File: src/design/pidc_pkg.sv
package pidc_pkg;

    // Register indexes on the configuration port
    localparam int CFG_IDX_W = 3;
    localparam logic [CFG_IDX_W-1:0] REG_GAIN_P      = 3'd0;
    localparam logic [CFG_IDX_W-1:0] REG_GAIN_I      = 3'd1;
    localparam logic [CFG_IDX_W-1:0] REG_GAIN_D      = 3'd2;
    localparam logic [CFG_IDX_W-1:0] REG_OUT_LIMIT   = 3'd3;
    localparam logic [CFG_IDX_W-1:0] REG_INTEG_LIMIT = 3'd4;

    // Request op codes
    localparam logic OP_UPDATE = 1'b0;
    localparam logic OP_CLEAR  = 1'b1;

    // Smallest period, 0.0001 s in Q8.24
    localparam logic [31:0] DT_FLOOR = 32'd1678;

    // Divider numerator: 33 bit error difference magnitude times 2^24
    localparam int DIV_FRAC_W = 24;
    localparam int DIV_NUM_W  = 33 + DIV_FRAC_W;
    localparam int DIV_CNT_W  = $clog2(DIV_NUM_W);

    typedef enum logic [3:0] {
        ST_IDLE,
        ST_MUL_INT,
        ST_ACC,
        ST_MUL_I,
        ST_ADD_I,
        ST_DIV_WAIT,
        ST_MUL_D,
        ST_ADD_D,
        ST_WRITE
    } pidc_state_t;

    typedef struct packed {
        logic        start;
        logic        neg;
        logic [32:0] mag;
        logic [31:0] den;
    } div_req_t;

    typedef struct packed {
        logic busy;
        logic done;
    } div_stat_t;

endpackage

File: src/design/pidc_mul.sv
module pidc_mul (
    input  logic               clk,
    input  logic signed [32:0] a,
    input  logic signed [32:0] b,
    output logic signed [65:0] prod
);
    import pidc_pkg::*;

    logic signed [65:0] prod_reg;
    logic signed [65:0] prod_next;

    assign prod_next = a * b;

    always_ff @(posedge clk)
    begin
        prod_reg <= prod_next;
    end

    assign prod = prod_reg;

endmodule

File: src/design/pidc_div.sv
module pidc_div (
    input  logic                clk,
    input  logic                rst_n,
    input  pidc_pkg::div_req_t  req,
    output pidc_pkg::div_stat_t stat,
    output logic signed [31:0]  quot
);
    import pidc_pkg::*;

    logic                 busy_reg, busy_next;
    logic                 done_reg, done_next;
    logic [DIV_CNT_W-1:0] cnt_reg, cnt_next;
    logic [31:0]          rem_reg, rem_next;
    logic [DIV_NUM_W-1:0] quo_reg, quo_next;
    logic [31:0]          den_reg;
    logic                 neg_reg;

    logic [32:0] shifted;
    logic [32:0] trial;
    logic        fits;
    logic        over;

    // One restoring step a cycle: numerator bits leave the top of quo_reg,
    // quotient bits enter at the bottom.
    assign shifted = {rem_reg, quo_reg[DIV_NUM_W-1]};
    assign trial   = shifted - {1'b0, den_reg};
    assign fits    = (shifted >= {1'b0, den_reg});

    always_comb
    begin
        busy_next = busy_reg;
        done_next = done_reg;
        cnt_next  = cnt_reg;
        rem_next  = rem_reg;
        quo_next  = quo_reg;
        if (req.start)
        begin
            busy_next = 1'b1;
            done_next = 1'b0;
            cnt_next  = '0;
            rem_next  = '0;
            quo_next  = {req.mag, {DIV_FRAC_W{1'b0}}};
        end
        else if (busy_reg)
        begin
            rem_next = fits ? trial[31:0] : shifted[31:0];
            quo_next = {quo_reg[DIV_NUM_W-2:0], fits};
            cnt_next = cnt_reg + 1'b1;
            if (cnt_reg == DIV_CNT_W'(DIV_NUM_W - 1))
            begin
                busy_next = 1'b0;
                done_next = 1'b1;
            end
        end
    end

    always_ff @(posedge clk or negedge rst_n)
    begin
        if (!rst_n)
        begin
            busy_reg <= 1'b0;
            done_reg <= 1'b0;
            cnt_reg  <= '0;
        end
        else
        begin
            busy_reg <= busy_next;
            done_reg <= done_next;
            cnt_reg  <= cnt_next;
        end
    end

    always_ff @(posedge clk)
    begin
        rem_reg <= rem_next;
        quo_reg <= quo_next;
        if (req.start)
        begin
            den_reg <= req.den;
            neg_reg <= req.neg;
        end
    end

    // Apply the sign and saturate the magnitude to 32 bits
    always_comb
    begin
        if (neg_reg)
        begin
            over = (|quo_reg[DIV_NUM_W-1:32]) || (quo_reg[31] && (|quo_reg[30:0]));
            quot = over ? 32'sh8000_0000 : $signed(32'(32'd0 - quo_reg[31:0]));
        end
        else
        begin
            over = |quo_reg[DIV_NUM_W-1:31];
            quot = over ? 32'sh7FFF_FFFF : $signed(quo_reg[31:0]);
        end
    end

    assign stat.busy = busy_reg;
    assign stat.done = done_reg;

endmodule

File: src/design/pid_controller_clamped.sv
// PID step with integral clamp, one request at a time, one shared 33x33 multiplier.
// A clear request goes straight to the write state. An update steps through the
// multiply and add states and, except on the first sample after a clear or reset,
// waits for the 57 step serial divider forming the derivative. in_stall stays high
// until the result loads: a new request is taken the cycle after, at the earliest.
// Reset (rst_n low, async): gains, limits, integral, last error clear to zero.
module pid_controller_clamped (
    input  logic                           clk,
    input  logic                           rst_n,
    // input requests
    input  logic                           in_valid,
    output logic                           in_stall,
    input  logic                           op,
    input  logic signed [31:0]             err_in,
    input  logic [31:0]                    period,
    // results
    output logic                           out_valid,
    input  logic                           out_stall,
    output logic signed [31:0]             drive,
    // configuration writes
    input  logic                           cfg_valid,
    output logic                           cfg_ready,
    input  logic [pidc_pkg::CFG_IDX_W-1:0] cfg_index,
    input  logic [31:0]                    cfg_data
);
    import pidc_pkg::*;

    pidc_state_t state_reg, state_next;

    // configuration
    logic signed [31:0] gain_p_reg, gain_i_reg, gain_d_reg;
    logic [30:0]        out_limit_reg, integ_limit_reg;

    // controller history
    logic signed [31:0] integ_acc_reg, integ_next;
    logic signed [31:0] last_err_reg;
    logic               have_last_reg;

    // per request working registers
    logic signed [31:0] e_reg;
    logic [31:0]        dt_reg;
    logic               use_deriv_reg;
    logic signed [31:0] deriv_reg;
    logic signed [49:0] sum_reg;

    // output register
    logic               out_valid_reg;
    logic signed [31:0] drive_reg;

    logic               in_fire;
    logic               out_load;

    // shared multiplier
    logic signed [32:0] mul_a, mul_b;
    logic signed [65:0] prod;
    logic signed [47:0] term;
    logic signed [49:0] term_ext;

    // divider
    div_req_t           div_req;
    div_stat_t          div_stat;
    logic signed [31:0] div_quot;
    logic signed [32:0] err_diff;
    logic               div_start;

    // integral update
    logic signed [39:0] integ_step;
    logic signed [40:0] integ_sum;
    logic signed [40:0] integ_lim;

    // output clamp
    logic signed [49:0] out_lim;
    logic signed [31:0] drive_next;

    assign cfg_ready = 1'b1;
    assign in_fire   = in_valid && !in_stall;
    assign out_load  = (state_reg == ST_WRITE) && (!out_valid_reg || !out_stall);

    pidc_mul u_mul (
        .clk  (clk),
        .a    (mul_a),
        .b    (mul_b),
        .prod (prod)
    );

    assign err_diff      = {e_reg[31], e_reg} - {last_err_reg[31], last_err_reg};
    assign div_req.start = div_start;
    assign div_req.neg   = err_diff[32];
    assign div_req.mag   = err_diff[32] ? 33'(33'd0 - err_diff) : err_diff;
    assign div_req.den   = dt_reg;

    pidc_div u_div (
        .clk   (clk),
        .rst_n (rst_n),
        .req   (div_req),
        .stat  (div_stat),
        .quot  (div_quot)
    );

    // Product scaled back by 16 (floor), as a summand
    assign term     = prod[63:16];
    assign term_ext = {{2{term[47]}}, term};

    // Integral: add err*dt scaled by 24 (floor), clamp to the integral limit
    assign integ_step = prod[63:24];
    assign integ_sum  = {{9{integ_acc_reg[31]}}, integ_acc_reg} + {integ_step[39], integ_step};
    assign integ_lim  = $signed({10'd0, integ_limit_reg});

    always_comb
    begin
        if (integ_sum > integ_lim)
            integ_next = integ_lim[31:0];
        else if (integ_sum < -integ_lim)
            integ_next = 32'(-integ_lim);
        else
            integ_next = integ_sum[31:0];
    end

    // Saturate the summed terms to the output limit
    assign out_lim = $signed({19'd0, out_limit_reg});

    always_comb
    begin
        if (sum_reg > out_lim)
            drive_next = out_lim[31:0];
        else if (sum_reg < -out_lim)
            drive_next = 32'(-out_lim);
        else
            drive_next = sum_reg[31:0];
    end

    // Sequencer: next state
    always_comb
    begin
        state_next = state_reg;
        case (state_reg)
            ST_IDLE:
            begin
                if (in_fire)
                    state_next = (op == OP_CLEAR) ? ST_WRITE : ST_MUL_INT;
            end
            ST_MUL_INT:  state_next = ST_ACC;
            ST_ACC:      state_next = ST_MUL_I;
            ST_MUL_I:    state_next = ST_ADD_I;
            ST_ADD_I:    state_next = ST_DIV_WAIT;
            ST_DIV_WAIT:
            begin
                if (!use_deriv_reg || div_stat.done)
                    state_next = ST_MUL_D;
            end
            ST_MUL_D:    state_next = ST_ADD_D;
            ST_ADD_D:    state_next = ST_WRITE;
            ST_WRITE:
            begin
                if (out_load)
                    state_next = ST_IDLE;
            end
            default:     state_next = ST_IDLE;
        endcase
    end

    // Sequencer: outputs (multiplier operands, divider start, input stall)
    always_comb
    begin
        mul_a     = '0;
        mul_b     = '0;
        div_start = 1'b0;
        in_stall  = 1'b1;
        case (state_reg)
            ST_IDLE:
            begin
                in_stall = 1'b0;
            end
            ST_MUL_INT:
            begin
                mul_a = {e_reg[31], e_reg};
                mul_b = $signed({1'b0, dt_reg});
            end
            ST_ACC:
            begin
                mul_a     = {gain_p_reg[31], gain_p_reg};
                mul_b     = {e_reg[31], e_reg};
                div_start = have_last_reg;
            end
            ST_MUL_I:
            begin
                mul_a = {gain_i_reg[31], gain_i_reg};
                mul_b = {integ_acc_reg[31], integ_acc_reg};
            end
            ST_MUL_D:
            begin
                mul_a = {gain_d_reg[31], gain_d_reg};
                mul_b = {deriv_reg[31], deriv_reg};
            end
            default:
            begin
                mul_a = '0;
            end
        endcase
    end

    // Control state
    always_ff @(posedge clk or negedge rst_n)
    begin
        if (!rst_n)
        begin
            state_reg       <= ST_IDLE;
            out_valid_reg   <= 1'b0;
            gain_p_reg      <= '0;
            gain_i_reg      <= '0;
            gain_d_reg      <= '0;
            out_limit_reg   <= '0;
            integ_limit_reg <= '0;
            integ_acc_reg   <= '0;
            last_err_reg    <= '0;
            have_last_reg   <= 1'b0;
        end
        else
        begin
            state_reg <= state_next;

            // hold the result until taken; drop valid once taken
            if (out_load)
                out_valid_reg <= 1'b1;
            else if (!out_stall)
                out_valid_reg <= 1'b0;

            // register writes; ignore indexes beyond the list
            if (cfg_valid && cfg_ready)
            begin
                case (cfg_index)
                    REG_GAIN_P:      gain_p_reg      <= cfg_data;
                    REG_GAIN_I:      gain_i_reg      <= cfg_data;
                    REG_GAIN_D:      gain_d_reg      <= cfg_data;
                    REG_OUT_LIMIT:   out_limit_reg   <= cfg_data[30:0];
                    REG_INTEG_LIMIT: integ_limit_reg <= cfg_data[30:0];
                    default:         gain_p_reg      <= gain_p_reg;
                endcase
            end

            // clear the history on a clear request
            if (in_fire && (op == OP_CLEAR))
            begin
                integ_acc_reg <= '0;
                last_err_reg  <= '0;
                have_last_reg <= 1'b0;
            end
            else if (state_reg == ST_ACC)
            begin
                integ_acc_reg <= integ_next;
                last_err_reg  <= e_reg;
                have_last_reg <= 1'b1;
            end
        end
    end

    // Datapath
    always_ff @(posedge clk)
    begin
        if (in_fire)
        begin
            e_reg         <= err_in;
            dt_reg        <= (period <= DT_FLOOR) ? DT_FLOOR : period;
            use_deriv_reg <= have_last_reg && (op == OP_UPDATE);
            sum_reg       <= '0;
        end
        case (state_reg)
            ST_MUL_I:    sum_reg <= term_ext;
            ST_ADD_I:    sum_reg <= sum_reg + term_ext;
            ST_ADD_D:    sum_reg <= sum_reg + term_ext;
            ST_DIV_WAIT: deriv_reg <= use_deriv_reg ? div_quot : 32'sd0;
            default:     deriv_reg <= deriv_reg;
        endcase
        if (out_load)
            drive_reg <= drive_next;
    end

    assign out_valid = out_valid_reg;
    assign drive     = drive_reg;

    // A fresh result only comes from the write state
    a_result_from_write: assert property (@(posedge clk) disable iff (!rst_n)
        $rose(out_valid_reg) |-> $past(state_reg == ST_WRITE))
        else $error("result raised outside the write state");

    // The divider runs only from the integral multiply through the divider wait state
    a_div_busy_window: assert property (@(posedge clk) disable iff (!rst_n)
        div_stat.busy |-> (state_reg == ST_MUL_I || state_reg == ST_ADD_I ||
                           state_reg == ST_DIV_WAIT))
        else $error("divider busy outside its window");

    // No derivative on the first sample after a clear
    a_first_deriv_zero: assert property (@(posedge clk) disable iff (!rst_n)
        (state_reg == ST_MUL_D && !use_deriv_reg) |-> (deriv_reg == 32'sd0))
        else $error("derivative nonzero on first sample");

    // A clear request empties the history
    a_clear_history: assert property (@(posedge clk) disable iff (!rst_n)
        (in_fire && op == OP_CLEAR) |=> (!have_last_reg && integ_acc_reg == 32'sd0 &&
                                        last_err_reg == 32'sd0))
        else $error("history not cleared");

endmodule
File: config.mk
export PLATFORM = sky130hd
export DESIGN_NAME = pid_controller_clamped
export DESIGN_NICKNAME = d
export VERILOG_FILES = /design/src/design/pidc_pkg.sv /design/src/design/pidc_mul.sv /design/src/design/pidc_div.sv /design/src/design/pid_controller_clamped.sv
export SDC_FILE = /design/constraint.sdc
export NUM_CORES = 2
export LEC_CHECK = 0
export ABC_AREA = 1
export BUFFER_PORTS_ARGS = -buffer_cell sky130_fd_sc_hd__buf_2
export CAP_MARGIN = 25
export CORE_ASPECT_RATIO = 1.1
export CORE_MARGIN = 4
export CORE_UTILIZATION = 55
export CTS_CLUSTER_DIAMETER = 40
export DETAILED_ROUTE_END_ITERATION = 7
export GPL_TIMING_DRIVEN = 0
export PLACE_DENSITY = 0.78
export RECOVER_POWER = 100
export SYNTH_ARGS = -nofsm -noshare
export SYNTH_HDL_FRONTEND = slang
export SYNTH_SLANG_ARGS = --single-unit
export TNS_END_PERCENT = 100
File: constraint.sdc
create_clock -name clk -period 16.1 [get_ports clk]
set_input_delay 2.415 -clock clk [delete_from_list [all_inputs] [get_ports clk]]
set_output_delay 2.415 -clock clk [all_outputs]
set_load 0.05 [all_outputs]
After elaboration in Yosys (flattened, before gate mapping)

Cells that the tools add are included.

Register bits after elaboration: 601
Latch bits: 0
RAM bits: 0
Memory bits (read-only): 0
Input bits: 105
Output and inout bits: 35
Logic and storage cells: 126
Memories kept: 0

Add/sub/neg operators: 9
Multipliers: 1
Div/mod/pow operators: 0
$lt $le $gt $ge: 6
Equal/unequal tests: 17
Shift operators: 0
Multiplexer cells: 38
Bitwise operators: 1
Reductions and logical operators: 28

Operator list:

| cell                                                              | count |
|---|---|
| 2-to-1 mux 32 bit                                                 | 11 |
| one-hot mux 33 bit (4 select lines)                               | 2 |
| 2-to-1 mux 57 bit                                                 | 2 |
| one-hot mux 50 bit (2 select lines)                               | 1 |
| multiplier 33 x 33 -> 64 bit                                      | 1 |
| adder 50 x 48 -> 50 bit                                           | 1 |
| > comparator 50 x 32 -> 1 bit                                     | 1 |
| less-than comparator 50 bit                                       | 1 |
| 2-to-1 mux 50 bit                                                 | 1 |
| negation 31 -> 50 bit                                             | 1 |
| adder 32 x 40 -> 41 bit                                           | 1 |
| > comparator 41 x 32 -> 1 bit                                     | 1 |
| less-than comparator 41 bit                                       | 1 |
| negation 31 -> 41 bit                                             | 1 |
| one-hot mux 4 bit (9 select lines)                                | 1 |
| >= comparator 33 x 32 -> 1 bit                                    | 1 |
| 2-to-1 mux 33 bit                                                 | 1 |
| subtractor 1 x 33 -> 33 bit (first input constant)                | 1 |
| subtractor 32 x 32 -> 33 bit                                      | 1 |
| less-or-equal comparator 32 x 11 -> 1 bit (second input constant) | 1 |
| subtractor 1 x 32 -> 32 bit (first input constant)                | 1 |
| subtractor 32 bit                                                 | 1 |
| 2-to-1 mux 31 bit                                                 | 1 |
| OR reduction 31 bit                                               | 1 |
| other kinds (27)                                                  | 64 |

Logic depth before layout (Yosys ltp)

Depth in word-level cells: 6
Depth in mapped cells: 41
Gate-level depth less buffers: 38

Modules after synthesis

A second synthesis with hierarchy kept.

Cell total of the unflattened synthesis: 11,398
Area total of the unflattened synthesis: 84,373.4 um^2

By module, submodules not included:

| module                 | times used | cells an instance | area an instance (um^2) | seq. area each (um^2) |
|---|---|---|---|---|
| pidc_mul               | 1          | 5,574             | 43,274.0                | 1,321.3 |
| pid_controller_clamped | 1          | 4,555             | 32,276.0                | 11,080.6 |
| pidc_div               | 1          | 1,269             | 8,823.5                 | 3,303.2 |

Least setup slack after synthesis

No wires, ideal clock.

Path type: register to register
Start point: register state_reg[2]
End point: register u_mul.prod_reg[58], in the netlist u_mul.prod[58]
Setup time: 0.112 ns
Data arrival time: 8.211 ns
Required time: 15.988 ns
Path slack: 7.777 ns
Stages on the path, launching flop included: 30
Path buffers: 2
Period minus slack after synthesis: 8.323 ns
Path through: dfrtp_1 > nand2_1 > nor2_4 > a22o_1 > nor2_1 > clkbuf_1 > buf_1 > nor2_1 > fa_1 > fa_1 > fa_1 > inv_1 > fa_1 > inv_1 > fa_1 > fa_1 > fa_1 > inv_1 > fa_1 > inv_1 > ha_1 > a21oi_1 > o21a_1 > inv_1 > a21oi_1 > nor2_1 > a211oi_1 > nand2_1 > nand2_1 > nand2_1

Longest elaborated chain between the ends: 3
Elaborated cells on any way between the ends: 7
Classes of those cells: mul: 1; eq/ne: 4; mux: 2

Ends and longest elaborated chain:

| item                                           | RTL line                      | source |
|---|---|---|
| start: declaration                             | pid_controller_clamped.sv:28  | `pidc_state_t state_reg, state_next;` |
| start signal: assignment                       | pid_controller_clamped.sv:220 | `state_reg <= state_next;` |
| == test 4 x 3 -> 1 bit (tied with other cells) | pid_controller_clamped.sv:169 | `case (state_reg)` |
| one-hot mux 33 bit (4 select lines)            | pid_controller_clamped.sv:169 |  |
| multiplier 33 x 33 -> 64 bit (*)               | pidc_mul.sv:12                | `assign prod_next = a * b;` |
| named net u_mul.prod_next[58]                  | pidc_mul.sv:10                | `logic signed [65:0] prod_next;` |
| end signal: assignment                         | pidc_mul.sv:16                | `prod_reg <= prod_next;` |
| end: declaration                               | pidc_mul.sv:9                 | `logic signed [65:0] prod_reg;` |

The timed path passes the listed nets; every way through them passes the cells marked *.
A chain may end at the register's enable or synchronous reset.

Worst setup path in the final report

Start point: register state_reg[3]
End point: register u_mul.prod_reg[61], in the netlist u_mul.prod[61]

Same word-level chain as after synthesis.

==> results.txt <==
----------------------------------------------------
[Timing]
  Final cycle utilization of the critical path ... 75.37%
  Setup violators final ... 0
  Aggregate negative setup slack ... 0 ps
  Worst Max-Slew Pin Slew ... 5189 ps
  Hold Fails Final Rpt ... 0
  Setup repair after global routing missed its margin ... no
  Final Critical Period ... 12,130 ps
  Slew HR ... -245.9%
  Count of final max-slew check failures ... 378
  Worst clock skew on the final layout ... 41.24 ps
  Upper clock frequency limit ... 82.41 MHz

[Worst setup path]
  Worst-path maximum fanout ... 11
  Most numerous cell on the critical path ... fa_1
  Critical Setup Path Class ... reg -> reg
  Startpoint type of the worst setup path ... register
  Worst R2R Start ... state_reg[3]$_DFFE_PN0P_
  Origin of the worst setup path ... state_reg[3]$_DFFE_PN0P_
  Largest stage delay, worst path ... 1030 ps
  Worst EP arrival ... 12,720 ps
  Slowest-stage cell, CP ... fa_1
  Element type at the critical path end ... register
  Worst Path Required ... 16,680 ps

[Floorplan]
  Boundary Pins ... 140
  Die Width ... 366.4 um
  Die footprint ... 147,400 um2
  Height of the die ... 402.3 um
  CORE AREA ... 140,200 um2
  Effective utilization at floorplan ... 55.44%
  Cell row count ... 144

[GRT]
  Overall routing resource usage ... 44.61%
  Wire length of the first global-routing pass ... 476.7 mm
  Vias in the first global route ... 72,010
  Initial antenna violation count ... 19
  Overflow after GRT ... 0
  Largest net degree at the start of global routing ... 110

[Hold path]
  Min-Delay Path Class ... reg -> reg
  Start point of the worst min-delay path ... state_reg[3]$_DFFE_PN0P_

[Synthesis]
  Proportion of synthesized chip area in sequential cells ... 19.74%
  Share of flip-flops with an asynchronous set or reset after synthesis ... 40.34%
  Post-Synthesis Cell Area ... 77,720 um2
  Number of distinct library cells after synthesis ... 74
  YS warnings ... 0
  Mean Syn Cell Area ... 7.823 um2
  Top_reg_cell synth ... edfxtp_1
  Number of synthesized register bits ... 585
  Cell count after synthesis ... 9,935
  Number of enable flip-flop cells after synthesis ... 245
  Syn_nets ... 11,670

[Clock tree]
  Number of H-tree levels ... 3
  Clock tree from TritonCTS ... built
  Largest buffer count on any clock path ... 3
  Post-CTS clock slew at the launch and capture registers of the worst setup and hold paths ... 60 ps
  Post-CTS Hold Fix Bufs ... 0
  Clock latency at the later pin of the worst-skew pair ... 700 ps
  Post-CTS setup buffer count ... 0
  Total clock buffers created by CTS ... 78
  Number of cells upsized or downsized after cts ... 0
  Root buffer cell ... clkbuf_16
  Num Clock Sinks ... 585

[Place]
  Routability-driven placement congestion ratio ... 1.125
  Dpl hpwl ... 275.4 mm
  Total of buffers placed on input and output ports ... 138

[Run status]
  Violated checks ... design-rule violations, max-capacitance violations, max-slew violations
  Result of the run ... complete, but fails checks

[Cells and area]
  Footprint of the multi-input gates ... 53,530 um2
  Combined flip-flop and latch cell area ... 15,340 um2
  Nets@finish ... 11,960
  Number of fillers in the final layout ... 12,990
  Max FFs per register ... 57
  Fraction of layout instances using a drive strength above 1 ... 4.256%
  Post-synthesis to final-layout area growth ... 8.631%

[Flow run]
  Count of max-cap constraint violations ... 9

[Drt]
  Number of DRC violations after detailed-routing iteration 0 ... 8,283
  Length of the first detailed-routing pass in iterations ... 8
  Routed wire per std cell ... 27.22 um
  Vias per cell ... 5.934
  Drt total wl ... 330.3 mm
  DRC violations left ... 3
  Routed Antenna Nets ... 0
  Total number of vias ... 72,010

----------------------------------------------------
worst max-delay path: cells and delay by family, from the launching register on:
family                   cells  cell delay (ps)
AND/OR/NAND/NOR              8             2250
adder cells (fa/ha/maj)      9             5590
flip-flops                   1              400
buffers and inverters        8             2690
AO/OA/AOI/OAI                6             1090
path summary, 6_finish.rpt:
path / endpoint / slack (ps) / depth (start not counted)
setup / recovery: u_mul.prod[61]$_DFF_P_ / 3970 / 31
hold / removal: state_reg[1]$_DFFE_PN0P_ / 470 / 1
setup reg to reg: u_mul.prod[61]$_DFF_P_ / 3970 / 31
hold reg to reg: state_reg[1]$_DFFE_PN0P_ / 470 / 1
max in group asynchronous: integ_acc_reg[16]$_DFFE_PN0P_ / 7820 / 2
min in group asynchronous: last_err_reg[21]$_DFFE_PN0P_ / 2370 / 1
synthesized netlist by cell type (all sizes together), types with 3 or more instances:
cell type | number | area (um2)
o21ai | 520 | 2606
clkbuf | 272 | 1021
o211ai | 32 | 240.2
buf | 61 | 295.3
a221oi | 8 | 88.83
o2111ai | 9 | 91.34
inv | 1990 | 7470
ha | 517 | 6469
o21a | 23 | 172.7
dfrtp | 236 | 5906
nor4 | 43 | 330.3
clkinv | 19 | 71.32
or2 | 15 | 93.84
fa | 1108 | 22180
xnor2 | 57 | 514.2
nand3b | 13 | 97.59
dfxtp | 104 | 2082
xor2 | 149 | 1320
o22ai | 7 | 43.79
a211oi | 8 | 60.06
a22o | 22 | 192.7
a31oi | 31 | 193.9
nand4 | 122 | 803.3
nor3 | 96 | 546.8
o21bai | 21 | 165.2
a21oi | 444 | 2233
nor2 | 1088 | 4210
o221ai | 9 | 78.83
nand2 | 2279 | 8592
o31ai | 3 | 22.52
a22oi | 30 | 225.2
a21boi | 16 | 120.1
and3 | 6 | 37.54
edfxtp | 245 | 7357
a21o | 16 | 120.1
nand3 | 298 | 1521
cells in the final DEF (no fill, tap or decap), types with 14 or more instances in the layout:
cell type	count
o21ai_1	17
fa_1	1108
edfxtp_1	245
inv_2	25
inv_1	1965
or2_2	14
buf_1	16
nor2_2	23
dfrtp_1	236
nand4_1	119
clkbuf_16	80
o21ai_0	502
o211ai_1	32
nand3_1	293
a22o_1	22
ha_1	517
a21oi_1	441
a31oi_1	31
nor2_1	1059
xor2_1	147
nor3_1	85
o21bai_1	19
buf_6	20
buf_2	114
nand2_1	2270
buf_8	35
a21boi_0	16
xnor2_1	55
a21o_1	16
clkbuf_1	351
dfxtp_1	104
a22oi_1	30
nor4_1	36
o21a_1	23
clkinv_1	24
inv_6	17
diode_2	17
through the flow:
step / setup WS [ps] / hold WS [ps] / area [um2] / utilization, % / cells
2_1_floorplan: 7777 / 426.8 / 77720 / - / 9935
3_3_place_gp: 4525 / 460.1 / 80690 / 57.57 / 11900
3_5_place_dp: 4954 / 466.5 / 81840 / 58.38 / 11960
4_1_cts: 4906 / 475.8 / 84540 / 60.31 / 12110
5_1_grt: 3701 / 490.2 / 84390 / 60.20 / 12120
6_report: 3966 / 474.5 / 84430 / 60.23 / 12130
per-layer routing:
metal / wire, um / track usage, % / up-vias
li1: - / - / 31300
met1: 115100 / 52.31 / 34920
met2: 141700 / 68.19 / 4376
met3: 36130 / 11.66 / 1406
met4: 37300 / 38.68 / 10
met5: 70 / 0 / -
cell families after synthesis:
logic type                 synth area share (%)
and+or+nand+nor                           20.98
buffers and inverters                     11.40
adders and majority gates                 36.86
AOI/OAI and AO/OA                         8.655
DFF                                       19.74
xor gates and xnor gates                  2.360
other                                  0.004825
cell type report:
cell class              instances  area share [%]
diodes                         17         0.05039
plain buffers                 333           1.540
clock buffers                  88           2.407
clock inverters                58          0.7899
inverters                    2009           8.932
multi-input cells            7008           63.40
flip-flops and latches        585           18.18
well taps                    1825           2.705
repair buffers                211           2.001
Power is not shown: default switching activity piles up to over one toggle a cycle in this logic, so the estimate is an artifact.
